## src/hdl/i2cram_pkg.sv

```systemverilog
// ----------------------------------------------------------------------------
// I2C register access master - package
// Payload types, command and operation codes, and the transaction sequences.
// ----------------------------------------------------------------------------
package i2cram_pkg;

    // Command codes carried in the func field.
    typedef enum logic [1:0] {
        FUNC_TICK           = 2'd0,
        FUNC_WRITE_READBACK = 2'd1,
        FUNC_READ_REG       = 2'd2,
        FUNC_READ_MEAS      = 2'd3
    } t_func;

    // Bus operations that make up a transaction.
    typedef enum logic [2:0] {
        OP_START   = 3'd0,
        OP_STOP    = 3'd1,
        OP_ADDR_W  = 3'd2,
        OP_REG     = 3'd3,
        OP_VAL     = 3'd4,
        OP_ADDR_R  = 3'd5,
        OP_RD_ACK  = 3'd6,
        OP_RD_NACK = 3'd7
    } t_op;

    // Phases of one bit slot or one start or stop condition.
    localparam logic [1:0] PH_SET  = 2'd0;
    localparam logic [1:0] PH_HIGH = 2'd1;
    localparam logic [1:0] PH_LOW  = 2'd2;

    // Slot index of the acknowledge bit after eight data bits.
    localparam logic [3:0] ACK_SLOT = 4'd8;

    localparam int DEV_ADDR_W = 7;

    typedef struct packed {
        logic [1:0] func;
        logic [7:0] reg_addr;
        logic [7:0] write_data;
        logic       sda_in;
    } t_cmd_item;

    typedef struct packed {
        logic        scl_pull_low;
        logic        sda_pull_low;
        logic        busy_res;
        logic        done_res;
        logic [15:0] read_result;
        logic        nack_seen;
    } t_res_item;

    // Operation at a given step of a command's sequence.
    function automatic t_op seq_op(input logic [1:0] kind, input logic [3:0] step);
        t_op op;
        op = OP_STOP;
        case (kind)
            FUNC_WRITE_READBACK: begin
                case (step)
                    4'd0:    op = OP_START;
                    4'd1:    op = OP_ADDR_W;
                    4'd2:    op = OP_REG;
                    4'd3:    op = OP_VAL;
                    4'd4:    op = OP_STOP;
                    4'd5:    op = OP_START;
                    4'd6:    op = OP_ADDR_W;
                    4'd7:    op = OP_REG;
                    4'd8:    op = OP_START;
                    4'd9:    op = OP_ADDR_R;
                    4'd10:   op = OP_RD_NACK;
                    default: op = OP_STOP;
                endcase
            end
            FUNC_READ_REG: begin
                case (step)
                    4'd0:    op = OP_START;
                    4'd1:    op = OP_ADDR_W;
                    4'd2:    op = OP_REG;
                    4'd3:    op = OP_START;
                    4'd4:    op = OP_ADDR_R;
                    4'd5:    op = OP_RD_NACK;
                    default: op = OP_STOP;
                endcase
            end
            FUNC_READ_MEAS: begin
                case (step)
                    4'd0:    op = OP_START;
                    4'd1:    op = OP_ADDR_W;
                    4'd2:    op = OP_REG;
                    4'd3:    op = OP_START;
                    4'd4:    op = OP_ADDR_R;
                    4'd5:    op = OP_RD_ACK;
                    4'd6:    op = OP_RD_NACK;
                    default: op = OP_STOP;
                endcase
            end
            default: op = OP_START;
        endcase
        return op;
    endfunction

    // Index of the last step of a command's sequence.
    function automatic logic [3:0] seq_last(input logic [1:0] kind);
        logic [3:0] last;
        case (kind)
            FUNC_WRITE_READBACK: last = 4'd11;
            FUNC_READ_REG:       last = 4'd6;
            FUNC_READ_MEAS:      last = 4'd7;
            default:             last = 4'd0;
        endcase
        return last;
    endfunction

endpackage

```

## src/hdl/i2cram_if.sv

```systemverilog
// ----------------------------------------------------------------------------
// I2C register access master - channel interfaces
// Valid/ready channels for commands, results and the address register.
// ----------------------------------------------------------------------------

// Command channel: one bus delay period per word.
interface i2cram_cmd_if;
    import i2cram_pkg::*;
    logic      valid;
    logic      ready;
    t_cmd_item data;
    modport source (output valid, output data, input ready);
    modport sink (input valid, input data, output ready);
endinterface

// Result channel: line drive levels and status per word.
interface i2cram_res_if;
    import i2cram_pkg::*;
    logic      valid;
    logic      ready;
    t_res_item data;
    modport source (output valid, output data, input ready);
    modport sink (input valid, input data, output ready);
endinterface

// Configuration channel: the seven-bit target address.
interface i2cram_cfg_if;
    import i2cram_pkg::*;
    logic                  valid;
    logic                  ready;
    logic [DEV_ADDR_W-1:0] data;
    modport source (output valid, output data, input ready);
    modport sink (input valid, input data, output ready);
endinterface

```

## src/hdl/i2c_register_access_master_core.sv

```systemverilog
// ----------------------------------------------------------------------------
// I2C register access master - core
// Open-drain master sequencer that runs register write/readback, register
// read and 16-bit measurement transactions, one bus delay period per word.
//
//  channel | dir | payload
//  --------+-----+-----------------------------------------------------------
//  i_cmd   | in  | func, reg_addr, write_data, sda_in
//  o_res   | out | scl/sda pull low, busy, done, read_result, nack_seen
//  i_cfg   | in  | device_address (always ready)
//
//  Every command word yields exactly one result word: it passes the
//  input register, then the sequencer step that loads the result
//  register. A new word is taken every cycle while the output does not
//  stall; the input register holds a word back only when the result
//  register is held by a stalled output.
//  Synchronous active-low reset releases both lines and idles the
//  sequencer; the target address returns to 116.
// ----------------------------------------------------------------------------
module i2c_register_access_master_core (
    input  logic                i_clk,
    input  logic                i_rst_n,
    i2cram_cmd_if.sink          i_cmd,
    i2cram_res_if.source        o_res,
    i2cram_cfg_if.sink          i_cfg
);
    import i2cram_pkg::*;

    // Pipeline registers.
    logic      r_in_valid;
    t_cmd_item r_in;
    logic      r_out_valid;
    t_res_item r_out;
    logic      step_en;

    // Sequencer state.
    logic [DEV_ADDR_W-1:0] r_dev_addr;
    logic [1:0]  r_kind,      n_kind;
    logic [3:0]  r_seq,       n_seq;
    logic [1:0]  r_phase,     n_phase;
    logic [3:0]  r_bit,       n_bit;
    logic [7:0]  r_shift,     n_shift;
    logic [7:0]  r_held_reg,  n_held_reg;
    logic [7:0]  r_held_val,  n_held_val;
    logic [15:0] r_collected, n_collected;
    logic        r_nack,      n_nack;
    logic        r_scl_low,   n_scl_low;
    logic        r_sda_low,   n_sda_low;
    t_res_item   n_out;

    // Handshakes: the input register drains whenever the result register
    // is free or being taken.
    assign step_en     = r_in_valid && (!r_out_valid || o_res.ready);
    assign i_cmd.ready = !r_in_valid || step_en;
    assign o_res.valid = r_out_valid;
    assign o_res.data  = r_out;
    assign i_cfg.ready = 1'b1;

    // Input register.
    always_ff @(posedge i_clk) begin
        if (!i_rst_n) begin
            r_in_valid <= 1'b0;
        end else if (i_cmd.ready) begin
            r_in_valid <= i_cmd.valid;
        end
        if (i_cmd.valid && i_cmd.ready) begin
            r_in <= i_cmd.data;
        end
    end

    // Target address register.
    always_ff @(posedge i_clk) begin
        if (!i_rst_n) begin
            r_dev_addr <= DEV_ADDR_W'(116);
        end else if (i_cfg.valid) begin
            r_dev_addr <= i_cfg.data;
        end
    end

    // One bus delay period of the sequencer.
    always_comb begin
        logic       start_cmd;
        logic       op_done;
        logic       busy;
        logic       done;
        t_op        op;
        logic [7:0] tx_byte;

        start_cmd = (r_kind == FUNC_TICK) && (r_in.func != FUNC_TICK);
        op_done   = 1'b0;
        busy      = 1'b0;
        done      = 1'b0;

        n_kind      = start_cmd ? r_in.func       : r_kind;
        n_held_reg  = start_cmd ? r_in.reg_addr   : r_held_reg;
        n_held_val  = start_cmd ? r_in.write_data : r_held_val;
        n_nack      = start_cmd ? 1'b0            : r_nack;
        n_collected = start_cmd ? 16'd0           : r_collected;
        n_seq       = start_cmd ? 4'd0            : r_seq;
        n_phase     = start_cmd ? PH_SET          : r_phase;
        n_bit       = start_cmd ? 4'd0            : r_bit;
        n_shift     = r_shift;
        n_scl_low   = r_scl_low;
        n_sda_low   = r_sda_low;

        op = seq_op(n_kind, n_seq);

        // Byte sent by a write operation.
        case (op)
            OP_ADDR_W: tx_byte = {r_dev_addr, 1'b0};
            OP_ADDR_R: tx_byte = {r_dev_addr, 1'b1};
            OP_REG:    tx_byte = n_held_reg;
            default:   tx_byte = n_held_val;
        endcase

        if (n_kind != FUNC_TICK) begin
            busy = 1'b1;

            // Line levels for this period.
            case (op)
                OP_START: begin
                    if (n_phase == PH_SET) begin
                        n_sda_low = 1'b0;
                        n_scl_low = 1'b0;
                    end else if (n_phase == PH_HIGH) begin
                        n_sda_low = 1'b1;
                    end else begin
                        n_scl_low = 1'b1;
                    end
                end
                OP_STOP: begin
                    if (n_phase == PH_SET) begin
                        n_sda_low = 1'b1;
                    end else if (n_phase == PH_HIGH) begin
                        n_scl_low = 1'b0;
                    end else begin
                        n_sda_low = 1'b0;
                    end
                end
                OP_RD_ACK, OP_RD_NACK: begin
                    if (n_bit < ACK_SLOT) begin
                        if (n_phase == PH_SET) begin
                            if (n_bit == 4'd0) begin
                                n_shift = 8'd0;
                            end
                            n_sda_low = 1'b0;
                        end else if (n_phase == PH_HIGH) begin
                            n_scl_low = 1'b0;
                            n_shift   = {n_shift[6:0], r_in.sda_in};
                        end else begin
                            n_scl_low = 1'b1;
                        end
                    end else begin
                        if (n_phase == PH_SET) begin
                            // The second measurement byte lands in the high half.
                            if (n_kind == FUNC_READ_MEAS && op == OP_RD_NACK) begin
                                n_collected[15:8] = n_shift;
                            end else begin
                                n_collected[7:0] = n_shift;
                            end
                            n_sda_low = (op == OP_RD_ACK);
                        end else if (n_phase == PH_HIGH) begin
                            n_scl_low = 1'b0;
                        end else begin
                            n_scl_low = 1'b1;
                        end
                    end
                end
                default: begin
                    if (n_bit < ACK_SLOT) begin
                        if (n_phase == PH_SET) begin
                            if (n_bit == 4'd0) begin
                                n_shift = tx_byte;
                            end
                            n_sda_low = !n_shift[7];
                        end else if (n_phase == PH_HIGH) begin
                            n_scl_low = 1'b0;
                        end else begin
                            n_shift   = {n_shift[6:0], 1'b0};
                            n_scl_low = 1'b1;
                        end
                    end else begin
                        if (n_phase == PH_SET) begin
                            n_sda_low = 1'b0;
                        end else if (n_phase == PH_HIGH) begin
                            n_scl_low = 1'b0;
                            if (r_in.sda_in) begin
                                n_nack = 1'b1;
                            end
                        end else begin
                            n_scl_low = 1'b1;
                        end
                    end
                end
            endcase

            // Advance phase, bit slot and sequence step.
            if (n_phase == PH_LOW) begin
                n_phase = PH_SET;
                if (op == OP_START || op == OP_STOP) begin
                    op_done = 1'b1;
                end else if (n_bit == ACK_SLOT) begin
                    n_bit   = 4'd0;
                    op_done = 1'b1;
                end else begin
                    n_bit = n_bit + 4'd1;
                end
            end else begin
                n_phase = n_phase + 2'd1;
            end

            if (op_done) begin
                if (n_seq == seq_last(n_kind)) begin
                    n_kind = FUNC_TICK;
                    n_seq  = 4'd0;
                    done   = 1'b1;
                end else begin
                    n_seq = n_seq + 4'd1;
                end
            end
        end

        n_out.scl_pull_low = n_scl_low;
        n_out.sda_pull_low = n_sda_low;
        n_out.busy_res     = busy;
        n_out.done_res     = done;
        n_out.read_result  = n_collected;
        n_out.nack_seen    = n_nack;
    end

    // Sequencer state, advanced once per processed word.
    always_ff @(posedge i_clk) begin
        if (!i_rst_n) begin
            r_kind      <= FUNC_TICK;
            r_seq       <= 4'd0;
            r_phase     <= PH_SET;
            r_bit       <= 4'd0;
            r_shift     <= 8'd0;
            r_held_reg  <= 8'd0;
            r_held_val  <= 8'd0;
            r_collected <= 16'd0;
            r_nack      <= 1'b0;
            r_scl_low   <= 1'b0;
            r_sda_low   <= 1'b0;
        end else if (step_en) begin
            r_kind      <= n_kind;
            r_seq       <= n_seq;
            r_phase     <= n_phase;
            r_bit       <= n_bit;
            r_shift     <= n_shift;
            r_held_reg  <= n_held_reg;
            r_held_val  <= n_held_val;
            r_collected <= n_collected;
            r_nack      <= n_nack;
            r_scl_low   <= n_scl_low;
            r_sda_low   <= n_sda_low;
        end
    end

    // Result register.
    always_ff @(posedge i_clk) begin
        if (!i_rst_n) begin
            r_out_valid <= 1'b0;
        end else if (step_en) begin
            r_out_valid <= 1'b1;
        end else if (o_res.ready) begin
            r_out_valid <= 1'b0;
        end
        if (step_en) begin
            r_out <= n_out;
        end
    end

endmodule

```

## src/flat_wrapper.sv

```systemverilog
// flat-port wrapper written by rule: the top's interface ports become plain ports
module i2c_register_access_master_core_flat import i2cram_pkg::*;
  (i_clk, i_rst_n, i_cmd_valid, i_cmd_data, i_cmd_ready, o_res_valid, o_res_data, o_res_ready, i_cfg_valid, i_cfg_data, i_cfg_ready);
  i2cram_cmd_if i_cmd_i ();
  i2cram_res_if o_res_i ();
  i2cram_cfg_if i_cfg_i ();
  input  logic i_clk;
  input  logic i_rst_n;
  input wire logic [$bits(i_cmd_i.valid)-1:0] i_cmd_valid;
  input wire logic [$bits(i_cmd_i.data)-1:0] i_cmd_data;
  output wire logic [$bits(i_cmd_i.ready)-1:0] i_cmd_ready;
  output wire logic [$bits(o_res_i.valid)-1:0] o_res_valid;
  output wire logic [$bits(o_res_i.data)-1:0] o_res_data;
  input wire logic [$bits(o_res_i.ready)-1:0] o_res_ready;
  input wire logic [$bits(i_cfg_i.valid)-1:0] i_cfg_valid;
  input wire logic [$bits(i_cfg_i.data)-1:0] i_cfg_data;
  output wire logic [$bits(i_cfg_i.ready)-1:0] i_cfg_ready;
  assign i_cmd_i.valid = i_cmd_valid;
  assign i_cmd_i.data = i_cmd_data;
  assign i_cmd_ready = i_cmd_i.ready;
  assign o_res_valid = o_res_i.valid;
  assign o_res_data = o_res_i.data;
  assign o_res_i.ready = o_res_ready;
  assign i_cfg_i.valid = i_cfg_valid;
  assign i_cfg_i.data = i_cfg_data;
  assign i_cfg_ready = i_cfg_i.ready;
  i2c_register_access_master_core u_core (.i_clk(i_clk), .i_rst_n(i_rst_n), .i_cmd(i_cmd_i), .o_res(o_res_i), .i_cfg(i_cfg_i));
endmodule
```

## config.mk

```make
export PLATFORM = sky130hd
export DESIGN_NAME = i2c_register_access_master_core_flat
export DESIGN_NICKNAME = d
export VERILOG_FILES = /design/src/hdl/i2cram_pkg.sv /design/src/hdl/i2cram_if.sv /design/src/hdl/i2c_register_access_master_core.sv /design/src/flat_wrapper.sv
export SDC_FILE = /design/constraint.sdc
export NUM_CORES = 1
export LEC_CHECK = 0
export BUFFER_PORTS_ARGS = -buffer_cell sky130_fd_sc_hd__buf_4
export CAP_MARGIN = 5
export CORE_MARGIN = 10
export CORE_UTILIZATION = 36
export CTS_BUF_LIST = sky130_fd_sc_hd__clkbuf_8 sky130_fd_sc_hd__clkbuf_16
export DETAILED_ROUTE_END_ITERATION = 10
export PLACE_DENSITY = 0.58
export SETUP_SLACK_MARGIN = 0.4
export SLEW_MARGIN = 15
export SYNTH_ARGS = -nofsm -noshare
export SYNTH_HDL_FRONTEND = slang
export SYNTH_SLANG_ARGS = --single-unit
```

## constraint.sdc

```tcl
create_clock -name i_clk -period 6.9 [get_ports i_clk]
set_input_delay 0.345 -clock i_clk [delete_from_list [all_inputs] [get_ports i_clk]]
set_output_delay 0.345 -clock i_clk [all_outputs]
set_load 0.01 [all_outputs]
```

==> metrics.txt <==
# Post-CTS Setup Buffers 0; setup TNS 0 ns; Wirelength per Cell 16.1 um; post-layout util 42.9%; Arr. time, crit path 5.24 ns; Cell Count Post-Placement 739; syn avg cell area 9.55 sq um; area occupied by multi-input gates 2440 sq um; Yosys top cell by area dfxtp_1; Pwr Density 235 nW/um^2; worst slew pin tran 1.01 ns; # fillers 1336; TritonCTS Buffers 9; Slew Viols, Final 0; top-area cell type share of the netlist area 24.9%; Final Routed Wirelength 12.2 mm; fin crit share 71.9%; H-tree depth 3; CTS Buffer Depth 2; area of the core 13900 sq um; Post-CTS Hold Fix Bufs 0; FMAX 201 MHz; Post-Layout Inst Area 5980 sq um; row cnt 43; uppermost layer routed met4; largest net degree at the start of global routing 53; global-route wire length before repair 20.1 mm; post-route ant nets 0; syn nets 578; Seq cells post-synth 104; clock-pin slew on the worst setup and hold paths 0.07 ns; top post-synthesis cells by area dfxtp_1 25%, edfxtp_1 23%, a22o_1 5.1%; FF-to-FF Start u_core.r_in[18]; max reg flops 21; Synth cell types 75; CP Launch Type register; Critical Path Sink Type register; Top Ports 55; leak pwr 2.29 nW; Layout area overhead 16.2%; min Tclk post-route 4.96 ns; Worst Hold Launch i_cmd_data[0]; overall die width 140 um; share of cells above drive strength 1 16.0%; Hold/Removal Path Class input pin to register; CTS tree done; DR vias/cell 5.41; initial drt markers 358; Post-synth EDFFs 40; Post-synth top cells 69 x nor2_1, 68 x nand2_1, 64 x dfxtp_1; Worst Clk Skew 0.00809 ns; GPL Wtd Cong 0.943; Reg2Reg Depth 12; PostCTS Resize Cnt 0; clk root buf clkbuf_16; Mapped Cells 539; Critical path origin u_core.r_in[18]; ys async rst share 0%; Non-Filler Instances 755; WL met2 5.27 mm; Seq/Total Area, Yosys 48.2%; Starting Density 36.9%; Detailed Routing Iterations Pass 1 5; DRC viols 0; TritonCTS sink count 104; DR WL met3 695 um; yosys warns 0; count of input and output buffers 53; Vert. Die Dim 140 um; status completed; HPWL after DPL 8.83 mm; required time of the critical path 7.18 ns; Max VDD drop 0.166 mV; Syn Std Cell Area 5150 sq um; Crit Path Max Fanout 29; Worst Hold Path Cells 1; GRT Overall Usage 12.3%; most frequent cell after synthesis nor2_1; Max-slew headroom 32.2%; Die ar. 19500 sq um; Max-Cap Viols 0; DR vias 4087; GRT overflow 0; Setup CP Type register to register; worst-skew pair later-pin latency 0.35 ns; Fin. Hold Viols 0; unrepaired setup endpoints after global routing no; antenna violations before repair 0; # nets final 609; DRT met1 WL 6.04 mm; FF/Latch Area 2480 sq um; Antenna diodes 0; Main synth FF type dfxtp_1; # setup viols final 0; placed inst area 5620 sq um; vias in the first global route 3890
==> power by group <==
group,switching (W),total [W],internal [W],leakage [nW]
clock network,0.000239,0.000602,0.000363,0.176
registers,0.0000140,0.000673,0.000659,0.892
logic,0.0000786,0.000132,0.0000532,1.22
==> per-stage QoR <==
step	power, W	hold slack (ns)	setup WS (ns)
after floorplan	0.000773	0.433	3.04
after global placement	0.000817	0.450	2.23
after detailed placement	0.000820	0.457	2.09
after CTS	0.00143	0.150	2.06
after global routing	0.00147	0.150	1.45
final	0.00141	0.166	1.94
==> cells in the final DEF, fill, tap and decap left out, drive strengths merged, types with 6 or more instances in the layout <==
| master | instances |
|---|---|
| edfxtp | 40 |
| nor2b | 12 |
| a22o | 30 |
| a21boi | 17 |
| dfxtp | 64 |
| nor2 | 70 |
| a21oi | 17 |
| ha | 8 |
| a211oi | 8 |
| nand3 | 10 |
| nor3 | 7 |
| inv | 15 |
| o21ai | 29 |
| o221ai | 9 |
| or2 | 6 |
| a2bb2oi | 6 |
| clkbuf | 9 |
| nand2 | 69 |
| buf | 56 |
| and3 | 6 |
| a31oi | 7 |
| mux2i | 13 |
==> worst paths after layout <==
check                                            end  slack (ns)
worst max-delay path               u_core.r_shift[2]        1.94
worst min-delay path                  u_core.r_in[0]        0.17
worst max register to register     u_core.r_shift[2]        1.94
worst min register to register  u_core.r_held_reg[2]        0.47
==> cells by family after synthesis <==
| logic type | after synthesis | synth area share (%) |
|---|---|---|
| compound gates | 164 | 24.8 |
| fa+ha+maj | 8 | 1.94 |
| buf+inv | 49 | 4.42 |
| flops | 104 | 48.2 |
| mux | 13 | 2.53 |
| other cells | 1 | 0.0729 |
| simple gates | 200 | 18.0 |
==> routing by layer <==
metal / vias to the layer above / track usage (%)
met5: - / 0
met1: 1907 / 17.2
li1: 2035 / -
met2: 130 / 18.0
met4: 0 / 4.67
met3: 15 / 2.93
==> area by class of cell <==
class	count	area share [%]
sequential	104	41.5
multi-input combinational	386	40.8
timing repair buffer	56	7.03
clock buffer	9	3.77
tap	180	3.77
clock inverter	7	2.30
inverter	13	0.816
==> worst max-delay path: stages, from the launching register on <==
cell and delay, ns:
edfxtp_1 0.52, or2_1 0.37, nand2_1 0.78, nand2_1 0.36
ha_1 0.49, nand3b_1 0.09, a211oi_1 0.34, o221ai_2 0.25
nand2_2 0.26, o211ai_1 0.18, nor4b_2 0.87, o21ai_0 0.21
a21oi_1 0.17
Note: power is estimated with default switching activity, not from simulation.
